## src/sv/dsdp_pkg.sv

```systemverilog
// dsdp_pkg: shared constants, codes and control types for the dual stack unit
// no dependencies; imported by every module of the block
package dsdp_pkg;

	localparam int DEPTH     = 16;
	localparam int IDX_W     = $clog2(DEPTH);
	localparam int CNT_W     = $clog2(DEPTH + 1);
	localparam int DATA_W    = 32;
	localparam int REQ_W     = 3;
	localparam int STAT_W    = 3;
	localparam int OUT_CNT_W = 5;
	localparam int UPC_W     = 4;

	// request codes
	localparam logic [REQ_W-1:0] REQ_PUSH_A = 3'd0;
	localparam logic [REQ_W-1:0] REQ_PUSH_B = 3'd1;
	localparam logic [REQ_W-1:0] REQ_POP_A  = 3'd2;
	localparam logic [REQ_W-1:0] REQ_POP_B  = 3'd3;
	localparam logic [REQ_W-1:0] REQ_PURGE  = 3'd4;

	// status codes
	localparam logic [STAT_W-1:0] ST_OK            = 3'd0;
	localparam logic [STAT_W-1:0] ST_POP_EMPTY     = 3'd1;
	localparam logic [STAT_W-1:0] ST_PUSH_FULL     = 3'd2;
	localparam logic [STAT_W-1:0] ST_PURGE_A_EMPTY = 3'd3;
	localparam logic [STAT_W-1:0] ST_PURGE_B_EMPTY = 3'd4;

	// microprogram step addresses
	localparam logic [UPC_W-1:0] STEP_WAIT     = 4'd0;
	localparam logic [UPC_W-1:0] STEP_PUSH_A   = 4'd1;
	localparam logic [UPC_W-1:0] STEP_PUSH_B   = 4'd2;
	localparam logic [UPC_W-1:0] STEP_POP_A    = 4'd3;
	localparam logic [UPC_W-1:0] STEP_POP_A_RD = 4'd4;
	localparam logic [UPC_W-1:0] STEP_POP_B    = 4'd5;
	localparam logic [UPC_W-1:0] STEP_POP_B_RD = 4'd6;
	localparam logic [UPC_W-1:0] STEP_PURGE    = 4'd7;
	localparam logic [UPC_W-1:0] STEP_RD_A     = 4'd8;
	localparam logic [UPC_W-1:0] STEP_LATCH    = 4'd9;
	localparam logic [UPC_W-1:0] STEP_CMP      = 4'd10;
	localparam logic [UPC_W-1:0] STEP_KEEP     = 4'd11;
	localparam logic [UPC_W-1:0] STEP_ADV      = 4'd12;
	localparam logic [UPC_W-1:0] STEP_FIN      = 4'd13;
	localparam logic [UPC_W-1:0] STEP_NOP      = 4'd14;

	// datapath action of one step
	typedef enum logic [3:0] {
		ACT_NONE,
		ACT_PUSH_A,
		ACT_PUSH_B,
		ACT_POP_A,
		ACT_POP_A_RD,
		ACT_POP_B,
		ACT_POP_B_RD,
		ACT_PURGE_INIT,
		ACT_READ_A,
		ACT_LATCH,
		ACT_CMP,
		ACT_KEEP,
		ACT_ADV,
		ACT_PURGE_DONE,
		ACT_NOP_RESP
	} act_t;

	// sequencing of one step
	typedef enum logic [2:0] {
		C_NEXT,
		C_GOTO,
		C_DISPATCH,
		C_IF,
		C_SCAN
	} cond_t;

	// flag tested by a conditional jump
	typedef enum logic [1:0] {
		F_A_EMPTY,
		F_B_EMPTY,
		F_NO_PURGE,
		F_A_MORE
	} flag_sel_t;

	typedef struct packed {
		act_t             act;
		cond_t            cond;
		flag_sel_t        fsel;
		logic [UPC_W-1:0] target;
	} ctrl_t;

	typedef struct packed {
		logic a_empty;
		logic b_empty;
		logic a_more;
		logic match;
		logic b_last;
	} flags_t;

endpackage

```

## src/sv/dual_stack_with_difference_purge_unit.sv

```systemverilog
// push, empty pop, refused purge, unused code: the entry step after accept gives the reply
// pop: a further step gives the registered store read; purge: for each entry of a it reads,
// latches, scans b, keeps it if unmatched, advances; microprogram walks both stores
// results show for one cycle on done, in the cycle busy drops; the receiver cannot stall
// reset clears both fill counts and the step counter; store contents stay undefined
module dual_stack_with_difference_purge_unit import dsdp_pkg::*; (
	input  logic                     clk,
	input  logic                     arst_n,
	input  logic                     start,
	output logic                     busy,
	input  logic [REQ_W-1:0]         req_type,
	input  logic signed [DATA_W-1:0] value,
	output logic                     done,
	output logic signed [DATA_W-1:0] data,
	output logic [STAT_W-1:0]        status,
	output logic [OUT_CNT_W-1:0]     count_a,
	output logic [OUT_CNT_W-1:0]     count_b
);

	// control word from the rom and flags back from the datapath
	ctrl_t  ctrl;
	flags_t flags;
	logic   accept;

	// a request transfer happens only while the sequencer waits at its first step
	assign accept = start & ~busy;

	// step counter, rom and jump logic
	dsdp_sequencer u_seq (
		.clk      (clk),
		.arst_n   (arst_n),
		.start    (start),
		.req_type (req_type),
		.flags    (flags),
		.ctrl     (ctrl),
		.busy     (busy)
	);

	// stores, counts, scan indices and result registers
	dsdp_datapath u_dp (
		.clk     (clk),
		.arst_n  (arst_n),
		.accept  (accept),
		.value   (value),
		.ctrl    (ctrl),
		.flags   (flags),
		.done    (done),
		.data    (data),
		.status  (status),
		.count_a (count_a),
		.count_b (count_b)
	);

	// a result only appears once the program is back at its wait step
	a_done_idle: assert property (@(posedge clk) disable iff (!arst_n)
		done |-> !busy)
		else $error("result strobe while sequencer busy");

	// an accepted request always leaves the wait step
	a_accept_busy: assert property (@(posedge clk) disable iff (!arst_n)
		accept |=> busy)
		else $error("request accepted but sequencer stayed idle");

	// fill counts never exceed the store depth
	a_count_range: assert property (@(posedge clk) disable iff (!arst_n)
		(count_a <= OUT_CNT_W'(DEPTH)) && (count_b <= OUT_CNT_W'(DEPTH)))
		else $error("fill count beyond depth");

	// an empty pop returns all ones
	a_empty_pop: assert property (@(posedge clk) disable iff (!arst_n)
		(done && status == ST_POP_EMPTY) |-> (data == '1))
		else $error("empty pop with wrong data");

	// a refused purge leaves stack a unchanged
	a_purge_shrinks: assert property (@(posedge clk) disable iff (!arst_n)
		(done && (status == ST_PURGE_A_EMPTY || status == ST_PURGE_B_EMPTY))
			|-> $stable(count_a))
		else $error("refused purge changed stack a");

endmodule

```

## src/sv/dsdp_sequencer.sv

```systemverilog
// dsdp_sequencer: step counter, microprogram rom and next-step logic
// depends on dsdp_pkg for control word and flag types
module dsdp_sequencer import dsdp_pkg::*; (
	input  logic             clk,
	input  logic             arst_n,
	input  logic             start,
	input  logic [REQ_W-1:0] req_type,
	input  flags_t           flags,
	output ctrl_t            ctrl,
	output logic             busy
);

	logic [UPC_W-1:0] upc_q;
	logic [UPC_W-1:0] upc_nxt;
	logic [UPC_W-1:0] upc_inc;
	logic             flag;

	function automatic ctrl_t cw(input act_t a, input cond_t c, input flag_sel_t f,
			input logic [UPC_W-1:0] t);
		ctrl_t w;
		w.act    = a;
		w.cond   = c;
		w.fsel   = f;
		w.target = t;
		return w;
	endfunction

	// the microprogram
	function automatic ctrl_t rom(input logic [UPC_W-1:0] s);
		ctrl_t w;
		case (s)
			STEP_WAIT:     w = cw(ACT_NONE,       C_DISPATCH, F_A_EMPTY,  STEP_WAIT);
			STEP_PUSH_A:   w = cw(ACT_PUSH_A,     C_GOTO,     F_A_EMPTY,  STEP_WAIT);
			STEP_PUSH_B:   w = cw(ACT_PUSH_B,     C_GOTO,     F_A_EMPTY,  STEP_WAIT);
			STEP_POP_A:    w = cw(ACT_POP_A,      C_IF,       F_A_EMPTY,  STEP_WAIT);
			STEP_POP_A_RD: w = cw(ACT_POP_A_RD,   C_GOTO,     F_A_EMPTY,  STEP_WAIT);
			STEP_POP_B:    w = cw(ACT_POP_B,      C_IF,       F_B_EMPTY,  STEP_WAIT);
			STEP_POP_B_RD: w = cw(ACT_POP_B_RD,   C_GOTO,     F_A_EMPTY,  STEP_WAIT);
			STEP_PURGE:    w = cw(ACT_PURGE_INIT, C_IF,       F_NO_PURGE, STEP_WAIT);
			STEP_RD_A:     w = cw(ACT_READ_A,     C_NEXT,     F_A_EMPTY,  STEP_WAIT);
			STEP_LATCH:    w = cw(ACT_LATCH,      C_NEXT,     F_A_EMPTY,  STEP_WAIT);
			STEP_CMP:      w = cw(ACT_CMP,        C_SCAN,     F_A_EMPTY,  STEP_ADV);
			STEP_KEEP:     w = cw(ACT_KEEP,       C_NEXT,     F_A_EMPTY,  STEP_WAIT);
			STEP_ADV:      w = cw(ACT_ADV,        C_IF,       F_A_MORE,   STEP_RD_A);
			STEP_FIN:      w = cw(ACT_PURGE_DONE, C_GOTO,     F_A_EMPTY,  STEP_WAIT);
			STEP_NOP:      w = cw(ACT_NOP_RESP,   C_GOTO,     F_A_EMPTY,  STEP_WAIT);
			default:       w = cw(ACT_NONE,       C_GOTO,     F_A_EMPTY,  STEP_WAIT);
		endcase
		return w;
	endfunction

	// entry step of each request
	function automatic logic [UPC_W-1:0] dispatch(input logic [REQ_W-1:0] r);
		logic [UPC_W-1:0] s;
		case (r)
			REQ_PUSH_A: s = STEP_PUSH_A;
			REQ_PUSH_B: s = STEP_PUSH_B;
			REQ_POP_A:  s = STEP_POP_A;
			REQ_POP_B:  s = STEP_POP_B;
			REQ_PURGE:  s = STEP_PURGE;
			default:    s = STEP_NOP;
		endcase
		return s;
	endfunction

	assign ctrl    = rom(upc_q);
	assign busy    = (upc_q != STEP_WAIT);
	assign upc_inc = upc_q + UPC_W'(1);

	always_comb begin
		case (ctrl.fsel)
			F_A_EMPTY:  flag = flags.a_empty;
			F_B_EMPTY:  flag = flags.b_empty;
			F_NO_PURGE: flag = flags.a_empty | flags.b_empty;
			F_A_MORE:   flag = flags.a_more;
			default:    flag = 1'b0;
		endcase
	end

	always_comb begin
		case (ctrl.cond)
			C_NEXT:     upc_nxt = upc_inc;
			C_GOTO:     upc_nxt = ctrl.target;
			C_DISPATCH: upc_nxt = start ? dispatch(req_type) : upc_q;
			C_IF:       upc_nxt = flag ? ctrl.target : upc_inc;
			C_SCAN: begin
				if (flags.match) begin
					upc_nxt = ctrl.target;
				end else if (flags.b_last) begin
					upc_nxt = upc_inc;
				end else begin
					upc_nxt = upc_q;
				end
			end
			default:    upc_nxt = STEP_WAIT;
		endcase
	end

	always_ff @(posedge clk or negedge arst_n) begin
		if (!arst_n) begin
			upc_q <= STEP_WAIT;
		end else begin
			upc_q <= upc_nxt;
		end
	end

endmodule

```

## src/sv/dsdp_datapath.sv

```systemverilog
// dsdp_datapath: the two stores, fill counts, scan indices and result registers
// depends on dsdp_pkg; driven by the control word of dsdp_sequencer
module dsdp_datapath import dsdp_pkg::*; (
	input  logic                     clk,
	input  logic                     arst_n,
	input  logic                     accept,
	input  logic signed [DATA_W-1:0] value,
	input  ctrl_t                    ctrl,
	output flags_t                   flags,
	output logic                     done,
	output logic signed [DATA_W-1:0] data,
	output logic [STAT_W-1:0]        status,
	output logic [OUT_CNT_W-1:0]     count_a,
	output logic [OUT_CNT_W-1:0]     count_b
);

	logic [DATA_W-1:0] mem_a [DEPTH];
	logic [DATA_W-1:0] mem_b [DEPTH];
	logic [DATA_W-1:0] rdata_a_q, rdata_b_q;

	logic [CNT_W-1:0]  fill_a_q, fill_b_q, wr_q;
	logic [IDX_W-1:0]  rd_q, k_q;
	logic [DATA_W-1:0] value_q, val_q, data_q;
	logic [STAT_W-1:0] status_q;
	logic              done_q;

	logic [CNT_W-1:0]  fill_a_dec, fill_b_dec;
	logic              full_a, full_b;
	logic              we_a, we_b;
	logic [IDX_W-1:0]  waddr_a, waddr_b, raddr_a, raddr_b;
	logic [DATA_W-1:0] wdata_a;
	logic              resp;
	logic [DATA_W-1:0] resp_data;
	logic [STAT_W-1:0] resp_status;

	assign fill_a_dec = fill_a_q - CNT_W'(1);
	assign fill_b_dec = fill_b_q - CNT_W'(1);
	assign full_a     = (fill_a_q >= CNT_W'(DEPTH));
	assign full_b     = (fill_b_q >= CNT_W'(DEPTH));

	assign flags.a_empty = (fill_a_q == '0);
	assign flags.b_empty = (fill_b_q == '0);
	assign flags.a_more  = ((CNT_W'(rd_q) + CNT_W'(1)) < fill_a_q);
	assign flags.match   = (rdata_b_q == val_q);
	assign flags.b_last  = ((CNT_W'(k_q) + CNT_W'(1)) == fill_b_q);

	// store ports
	always_comb begin
		we_a    = 1'b0;
		we_b    = 1'b0;
		waddr_a = fill_a_q[IDX_W-1:0];
		waddr_b = fill_b_q[IDX_W-1:0];
		wdata_a = value_q;
		raddr_a = rd_q;
		raddr_b = k_q;
		case (ctrl.act)
			ACT_PUSH_A: we_a = !full_a;
			ACT_PUSH_B: we_b = !full_b;
			ACT_POP_A:  raddr_a = fill_a_dec[IDX_W-1:0];
			ACT_POP_B:  raddr_b = fill_b_dec[IDX_W-1:0];
			ACT_LATCH:  raddr_b = '0;
			ACT_CMP:    raddr_b = k_q + IDX_W'(1);
			ACT_KEEP: begin
				we_a    = 1'b1;
				waddr_a = wr_q[IDX_W-1:0];
				wdata_a = val_q;
			end
			default: ;
		endcase
	end

	// result of the step, if it ends a request
	always_comb begin
		resp        = 1'b0;
		resp_data   = '0;
		resp_status = ST_OK;
		case (ctrl.act)
			ACT_PUSH_A: begin
				resp        = 1'b1;
				resp_status = full_a ? ST_PUSH_FULL : ST_OK;
			end
			ACT_PUSH_B: begin
				resp        = 1'b1;
				resp_status = full_b ? ST_PUSH_FULL : ST_OK;
			end
			ACT_POP_A: begin
				resp        = flags.a_empty;
				resp_data   = '1;
				resp_status = ST_POP_EMPTY;
			end
			ACT_POP_B: begin
				resp        = flags.b_empty;
				resp_data   = '1;
				resp_status = ST_POP_EMPTY;
			end
			ACT_POP_A_RD: begin
				resp      = 1'b1;
				resp_data = rdata_a_q;
			end
			ACT_POP_B_RD: begin
				resp      = 1'b1;
				resp_data = rdata_b_q;
			end
			ACT_PURGE_INIT: begin
				resp        = flags.a_empty | flags.b_empty;
				resp_status = flags.a_empty ? ST_PURGE_A_EMPTY : ST_PURGE_B_EMPTY;
			end
			ACT_PURGE_DONE: resp = 1'b1;
			ACT_NOP_RESP:   resp = 1'b1;
			default: ;
		endcase
	end

	always_ff @(posedge clk) begin
		if (we_a) begin
			mem_a[waddr_a] <= wdata_a;
		end
		if (we_b) begin
			mem_b[waddr_b] <= value_q;
		end
		rdata_a_q <= mem_a[raddr_a];
		rdata_b_q <= mem_b[raddr_b];
	end

	// payload registers
	always_ff @(posedge clk) begin
		if (accept) begin
			value_q <= value;
		end
		if (ctrl.act == ACT_LATCH) begin
			val_q <= rdata_a_q;
		end
		if (resp) begin
			data_q   <= resp_data;
			status_q <= resp_status;
		end
	end

	always_ff @(posedge clk or negedge arst_n) begin
		if (!arst_n) begin
			fill_a_q <= '0;
			fill_b_q <= '0;
			rd_q     <= '0;
			wr_q     <= '0;
			k_q      <= '0;
			done_q   <= 1'b0;
		end else begin
			done_q <= resp;
			case (ctrl.act)
				ACT_PUSH_A: if (!full_a) fill_a_q <= fill_a_q + CNT_W'(1);
				ACT_PUSH_B: if (!full_b) fill_b_q <= fill_b_q + CNT_W'(1);
				ACT_POP_A:  if (!flags.a_empty) fill_a_q <= fill_a_dec;
				ACT_POP_B:  if (!flags.b_empty) fill_b_q <= fill_b_dec;
				ACT_PURGE_INIT: begin
					rd_q <= '0;
					wr_q <= '0;
				end
				ACT_LATCH:      k_q <= '0;
				ACT_CMP:        k_q <= k_q + IDX_W'(1);
				ACT_KEEP:       wr_q <= wr_q + CNT_W'(1);
				ACT_ADV:        rd_q <= rd_q + IDX_W'(1);
				ACT_PURGE_DONE: fill_a_q <= wr_q;
				default: ;
			endcase
		end
	end

	assign done    = done_q;
	assign data    = data_q;
	assign status  = status_q;
	assign count_a = OUT_CNT_W'(fill_a_q);
	assign count_b = OUT_CNT_W'(fill_b_q);

endmodule

```

## config.mk

```make
export PLATFORM = sky130hd
export DESIGN_NAME = dual_stack_with_difference_purge_unit
export DESIGN_NICKNAME = d
export VERILOG_FILES = /design/src/sv/dsdp_pkg.sv /design/src/sv/dual_stack_with_difference_purge_unit.sv /design/src/sv/dsdp_sequencer.sv /design/src/sv/dsdp_datapath.sv
export SDC_FILE = /design/constraint.sdc
export NUM_CORES = 2
export LEC_CHECK = 0
export BUFFER_PORTS_ARGS = -buffer_cell sky130_fd_sc_hd__buf_2
export CAP_MARGIN = 20
export CORE_UTILIZATION = 30
export CTS_BUF_LIST = sky130_fd_sc_hd__clkbuf_2 sky130_fd_sc_hd__clkbuf_4 sky130_fd_sc_hd__clkbuf_8
export DETAILED_ROUTE_END_ITERATION = 10
export GPL_TIMING_DRIVEN = 0
export HOLD_SLACK_MARGIN = 0.15
export PLACE_DENSITY_LB_ADDON = 0.3
export SETUP_SLACK_MARGIN = 0.2
export SKIP_LAST_GASP = 1
export SYNTH_ARGS = -nofsm -noshare
export SYNTH_HDL_FRONTEND = slang
export SYNTH_SLANG_ARGS = --single-unit
```

## constraint.sdc

```tcl
create_clock -name clk -period 4.9 [get_ports clk]
set_input_delay 0.245 -clock clk [delete_from_list [all_inputs] [get_ports clk]]
set_output_delay 0.245 -clock clk [all_outputs]
set_load 0.005 [all_outputs]
```

**Yosys cells after proc, flatten, opt, wreduce, memory -nomap -nowiden**

Memories as Yosys holds them, arrays and structs flattened. A register that Yosys moved wholly into a read port is not among the register bits.
Cells that the tools add are included.

- Reduce and logical (&&, ||, !) cells: 18
- Magnitude comparators: 3
- Muxes and demuxes: 32
- $add $sub $neg: 10
- Bitwise logic cells: 3
- Eq/ne operators: 32

Operator list:

| cell | number |
|---|---|
| 32-bit one-hot mux with 3 select lines | 1 |
| 4-bit one-hot mux with 5 select lines | 2 |
| 32-bit equality test | 1 |
| 32-bit 2-to-1 mux | 1 |
| 4-bit equality test, second input constant | 6 |
| 4-bit 2-to-1 mux | 6 |
| 5-bit 2-to-1 mux | 4 |
| 5-bit one-hot mux with 2 select lines | 2 |
| 4-bit by 3-bit equality test with 1-bit output, second input constant | 4 |
| 4-bit one-hot mux with 2 select lines | 2 |
| 5-bit by 1-bit adder with 5-bit output, second input constant | 3 |
| 5-bit one-hot mux with 3 select lines | 1 |
| 4-bit by 1-bit adder with 4-bit output, second input constant | 3 |
| 3-bit by 2-bit equality test with 1-bit output, second input constant | 4 |
| 3-bit one-hot mux with 4 select lines | 1 |
| 4-bit one-hot mux with 3 select lines | 1 |
| 4-bit by 1-bit adder with 5-bit output, second input constant | 2 |
| 5-bit greater-or-equal comparator, second input constant | 2 |
| 5-bit zero test | 2 |
| 2-bit inequality test, second input constant | 5 |
| 5-bit by 1-bit subtractor with 5-bit output, second input constant | 2 |
| 4-bit by 2-bit equality test with 1-bit output, second input constant | 2 |
| 1-bit one-hot mux with 4 select lines | 2 |
| 2-bit nonzero test | 4 |
| 24 further kinds | 35 |

- Bits in writable memories: 1024
- Word-level logic and storage cells: 112
- Memories: 3
- Bits of input ports: 38
- Output and inout bits: 47
- Bits in read-only memories: 176
- Bits in registers: 127

Memory list:

| memory | depth | width | rd ports | clocked after Yosys merged registers in | write ports | line | text |
|---|---|---|---|---|---|---|---|
| u_dp.mem_a | 16 | 32 | 1 | 1 | 1 | dsdp_datapath.sv:17 | `logic [DATA_W-1:0] mem_a [DEPTH];` |
| u_dp.mem_b | 16 | 32 | 1 | 1 | 1 | dsdp_datapath.sv:18 | `logic [DATA_W-1:0] mem_b [DEPTH];` |
| (no name shown) | 16 | 11 | 1 | 0 | 0 | dsdp_sequencer.sv:31 | `case (s)` |

**Logic depth before layout (Yosys ltp)**

- Depth after elaboration: 5
- Mapped depth: 13
- Mapped depth without buffers: 10

**Hierarchy**

A second synthesis with hierarchy kept.

- Cells, all modules: 2495
- Area total of the unflattened synthesis: 47438.0 um^2

Modules (own cells, without submodules):

| module | cells an instance | area an instance (um^2) | sequential area each (um^2) | times used |
|---|---|---|---|---|
| dsdp_datapath | 2406 | 46738.6 | 35604.1 | 1 |
| dsdp_sequencer | 88 | 685.7 | 100.1 | 1 |
| dual_stack_with_difference_purge_unit | 1 | 13.8 | 0.0 | 1 |

**Worst setup path after synthesis**

OpenSTA, ideal clock, no wires.

- Kind: register to register
- From: register u_seq.upc_q[1]
- To: memory u_dp.mem_a[3][0] (enable)
- Stages on the path, launching flop included: 10
- Data required time: 4439 ps
- Period minus slack after synthesis: 4708 ps
- Data arrival time: 4247 ps
- Library setup time: 461 ps
- Slack: 192 ps
- Cell sequence: dfrtp_1 buf_4 clkinv_1 ha_1 clkbuf_1 and4b_1 a21oi_1 nor3_1 a32oi_1 nor3_1

- Longest elaborated chain between the ends: 5

RTL lines:

| what | line | text |
|---|---|---|
| start: declaration | dsdp_sequencer.sv:13 | `logic [UPC_W-1:0] upc_q;` |
| start signal: assignment | dsdp_sequencer.sv:103 | `upc_q <= upc_nxt;` |
| memory read 16 x 11 bit (*) | n/a |  |
| 4-bit equality test or 4-bit by 1-bit equality test with 1-bit output (tied branches) | dsdp_datapath.sv:56 | `case (ctrl.act)` |
| 1-bit one-hot mux with 2 select lines | dsdp_datapath.sv:56 |  |
| 1-bit 2-to-1 mux | dsdp_datapath.sv:115 | `if (we_a) begin` |
| 1-bit 2-to-1 mux (implied by the code) | dsdp_datapath.sv:116 | `mem_a[waddr_a] <= wdata_a;` |
| end: declaration | dsdp_datapath.sv:17 |  |

Every way passes the cells marked *; elsewhere a longest branch is shown, timed or not.

**Worst setup path after layout**

- From: register u_seq.upc_q[0]
- To: register u_dp.rdata_a_q[13] (read register of u_dp.mem_a)

- Longest elaborated chain between the ends: 3

RTL lines:

| what | line | text |
|---|---|---|
| memory read 16 x 11 bit | n/a |  |
| 4-bit by 2-bit equality test with 1-bit output | dsdp_datapath.sv:56 |  |
| 4-bit 2-to-1 mux | dsdp_datapath.sv:56 |  |
| end: declaration | dsdp_datapath.sv:19 | `logic [DATA_W-1:0] rdata_a_q, rdata_b_q;` |

No other way between the ends.
A chain may end at the register's enable or synchronous reset.

==> metrics.md <==
| Metric | Value |
|---|---|
| Run status | complete, no violations |
| Io pins | 85 |
| Number of design-rule violations left by the first detailed-router iteration | 3323 |
| Die area | 0.1617 mm^2 |
| Wire length of the first global-routing pass | 202.8 mm |
| Worst slew pin tran | 1.021 ns |
| Detail Placement HPWL | 95.92 mm |
| Power spent charging and discharging nets | 12.22 mW |
| Root buf cell | clkbuf_8 |
| Worst-case register-to-register setup slack | 0.38 ns |
| Switching Share | 36.36% |
| Synthesis-to-layout area growth | 19.15% |
| Mean area per synthesized cell | 14.88 um^2 |
| Warnings from Yosys | 0 |
| Required time of the worst setup path | 5.74 ns |
| Number of nets in the final layout | 3701 |
| Share of flip-flops with an asynchronous set or reset after synthesis | 2.305% |
| Number of distinct library cells after synthesis | 70 |
| Number of vias after detailed routing | 29990 |
| Synth Register Bits | 1215 |
| Fraction of power consumed by sequential logic | 41.5% |
| Post-detailed-route via-to-cell ratio | 5.100 |
| Leakage power | 19.29 nW |
| Number of standard cells in the final layout excluding fillers | 5880 |
| Length of the first detailed-routing pass in iterations | 6 |
| Netlist area before placement | 0.04803 mm^2 |
| Arrival time reported for the critical path endpoint | 5.36 ns |
| Startpoint Class | flop |
| Core outline area | 0.1587 mm^2 |
| Sequential area share after synthesis | 74.33% |
| Synth top area cells | edfxtp_1, nand2_1, mux4_2, dfxtp_1, nand3_1 |
| Per-cell routed wire length | 23.54 um |
| Internal power | 21.38 mW |
| Combinational cell fraction of total power | 31.6% |
| Depth of the worst hold-timing path | 2 |
| Clock-pin slew reported for the worst setup and hold paths after clock tree synthesis | 0.06 ns |
| Post-Synthesis Net Count | 3287 |
| Reg-to-reg endpoint | u_dp.rdata_a_q[13] |
| Aggregate global routing overflow | 0 |
| Initial Utilization | 30.26% |
| Hold Path End | u_dp.value_q[20] |
| Most common cell after layout, fill and taps aside | edfxtp_1 |
| Initial antenna violation count | 12 |
| Worst setup startpoint | u_seq.upc_q[0] |
| Setup repair after global routing missed its margin | no |
| CP max FO | 10 |
| Number of instances in the synthesized netlist | 3229 |
| Filler Cell Count | 15007 |
| Origin of the critical flop-to-flop path | u_seq.upc_q[0] |
| Type of the worst setup path | reg2reg |
| Final weighted congestion of routability-driven global placement | 0.8773 |
| Number of sinks driven by the clock tree | 1215 |
| Floorplan die height | 402.1 um |
| Deepest clock path buffer count | 3 |
| Post-detailed-route count of antenna-violating nets | 0 |
| Number of placed instances with taps included | 5439 |
| Commonest cells after routing, fill and taps aside | edfxtp_1, nand2_1, nand3_1 |
| Number of remaining DRC errors | 0 |
| TritonCTS clock tree | yes |
| Ratio of cells with drive above 1 in the final layout | 18.09% |
| Num rows | 146 |
| Relative slew slack | 31.81% |
| Maximum level of the CTS H-tree | 4 |
| Maximum number of pins on one net before global-route repair | 33 |
| Endpoints failing setup | 0 |
| Top-area cell type share of the netlist area | 70.21% |
| Total power divided by cell area | 587.1 mW/mm^2 |
| Minimum clock period | 4.517 ns |
| Number of global-route vias before repair | 29614 |
| Final slew viol count | 0 |
| Floorplan die width | 402.1 um |
| Period utilization | 92.19% |
| Skew final | 0.04250 ns |
| Total routing usage reported by global routing | 16.96% |
| Peak ir drop on the vdd network | 307.7 uV |
| Most used DFF post-synth | edfxtp_1 |
| Number of max-cap violations | 0 |
| Inserted Clock Buffers | 193 |
| Buffers added on ports | 84 |
| Max Clk Rate | 0.2214 GHz |
| Worst skew pair latency | 0.94 ns |
| Number of enable-type register cells in the synthesized netlist | 1123 |
| Detailed Route WL | 138.4 mm |
| Clock share of power | 26.9% |
| Top cell type by total area after synthesis | edfxtp_1 |
| Hold crit path type | in2reg |
| Cell depth of the worst flop-to-flop path | 15 |
| Category of the worst setup path capture point | flop |
| Tightest hold margin | 0.2471 ns |
| Hold path start | value[20] |
| Final hold violation count | 0 |
-- how the worst max path moves through the flow --
stage                         end  cells after the start
3_3_place_gp    u_dp.mem_a[7][11]                      9
6_report       u_dp.rdata_a_q[13]                     15
3_5_place_dp   u_dp.rdata_a_q[13]                     13
2_1_floorplan    u_dp.mem_a[3][0]                      9
4_1_cts        u_dp.rdata_a_q[17]                     14
5_1_grt         u_dp.rdata_a_q[8]                     12
-- power by group through the flow --
stage | combinational (mW) | sequential (mW) | clock [mW]
floorplan | 6.38 | 13.6 | 0
global placement | 10.1 | 14.2 | 0
detailed placement | 10.4 | 14.1 | 0
CTS | 10.6 | 14.0 | 9.20
global route | 11.4 | 14.1 | 9.62
finish | 10.6 | 14.0 | 9.04
-- routing by layer --
| metal | GRT usage [%] | routed length (um) |
|---|---|---|
| met5 | 0 | 0 |
| met4 | 6.027 | 3379 |
| met2 | 26.52 | 63970 |
| met3 | 2.508 | 10300 |
| met1 | 23.93 | 60770 |
-- state kept, by name, indices dropped and copies added (netlist names) --
register	cells
u_dp.k_q	4
u_dp.wr_q	5
u_dp.data	32
u_dp.status	3
u_dp.count_b	5
u_dp.count_a	5
u_dp.done	1
u_dp.value_q	32
u_dp.rd_q	4
u_dp.mem_a	512
u_dp.val_q	32
u_seq.upc_q	4
u_dp.mem_b	512
u_dp.rdata_b_q	32
u_dp.rdata_a_q	32
-- critical path: stages (launching register included) --
cell and delay [ns]:
dfrtp_1 0.42, buf_2 0.20, inv_1 0.28, ha_1 0.20, clkbuf_1 0.39, nand4_1 0.22, o21a_1 0.28, nor3_1 0.54
clkbuf_1 0.63, a32oi_4 0.11, buf_12 0.19, buf_4 0.15, clkbuf_2 0.21, a21oi_1 0.34, nor4_2 0.12, nand3_1 0.15
-- metrics by stage --
stage / total power [mW] / TNS (ns) / util (%) / setup slack [ns] / cell area, um^2
after floorplan: 20.03 / 0 / - / 0.1919 / 48030
after detailed placement: 24.58 / -3.119 / 32.90 / -0.4375 / 52220
after global routing: 35.07 / 0 / 36.05 / 0.2089 / 57230
after global placement: 24.33 / -1179.28 / 32.16 / -3.366 / 51050
final: 33.60 / 0 / 36.05 / 0.3826 / 57230
after CTS: 33.72 / 0 / 35.96 / 0.2058 / 57080
-- cell families after synthesis --
group                    count (synthesis)  share of synthesized area [%]
XOR/XNOR                                52                         0.9482
buffers and inverters                  238                          2.235
multiplexers                           163                          5.067
AO/OA/AOI/OAI                          600                          7.940
flip-flops                            1215                          74.33
adder cells (fa/ha/maj)                 20                         0.5210
AND/OR/NAND/NOR                        941                          8.956
-- synth_stat cells (all sizes together) (2+ instances only) --
master and number:
xor2 8, a211o 2, dfrtp 28, o32ai 2
and3 68, a221oi 2, nand2 468, o31ai 3
o21a 5, a221o 33, nor3 26, or4 2
a21boi 3, xnor2 44, nor2b 7, edfxtp 1123
a311oi 63, nand4bb 2, ha 20, nor3b 5
nor4b 3, buf 95, a21o 3, mux2i 98
nand4 13, nand3b 2, o221ai 33, a211oi 5
clkbuf 125, a32oi 35, nand2b 5, nor4 38
inv 17, nand3 238, o22ai 5, a31oi 9
o21ai 164, or4b 2, nor2 57, dfxtp 64
mux4 64, a21oi 226
-- cell type report --
class                   instances  area [um^2]  share of cell area [%]
diodes                          4        10.01                 0.01749
plain buffers                 220         1013                   1.771
clock buffers                 286         3511                   6.134
clock inverters                70        536.8                  0.9379
inverters                      18        67.56                  0.1181
multi-input cells            1776        11620                   20.31
flip-flops and latches       1215        35700                   62.38
well taps                    2072         2592                   4.530
repair buffers                219         2176                   3.802
-- timing repair --
item / 4_1_cts / 5_1_grt
buffers inserted: 2 / 3
endpoints found under the hold margin: 75 / 0
hold buffers: 74 / 0
endpoints found under the setup margin: 60 / 69
pin swaps: 1 / 2
resized for setup: 7 / 25
Note: power is estimated with default switching activity, not from simulation.
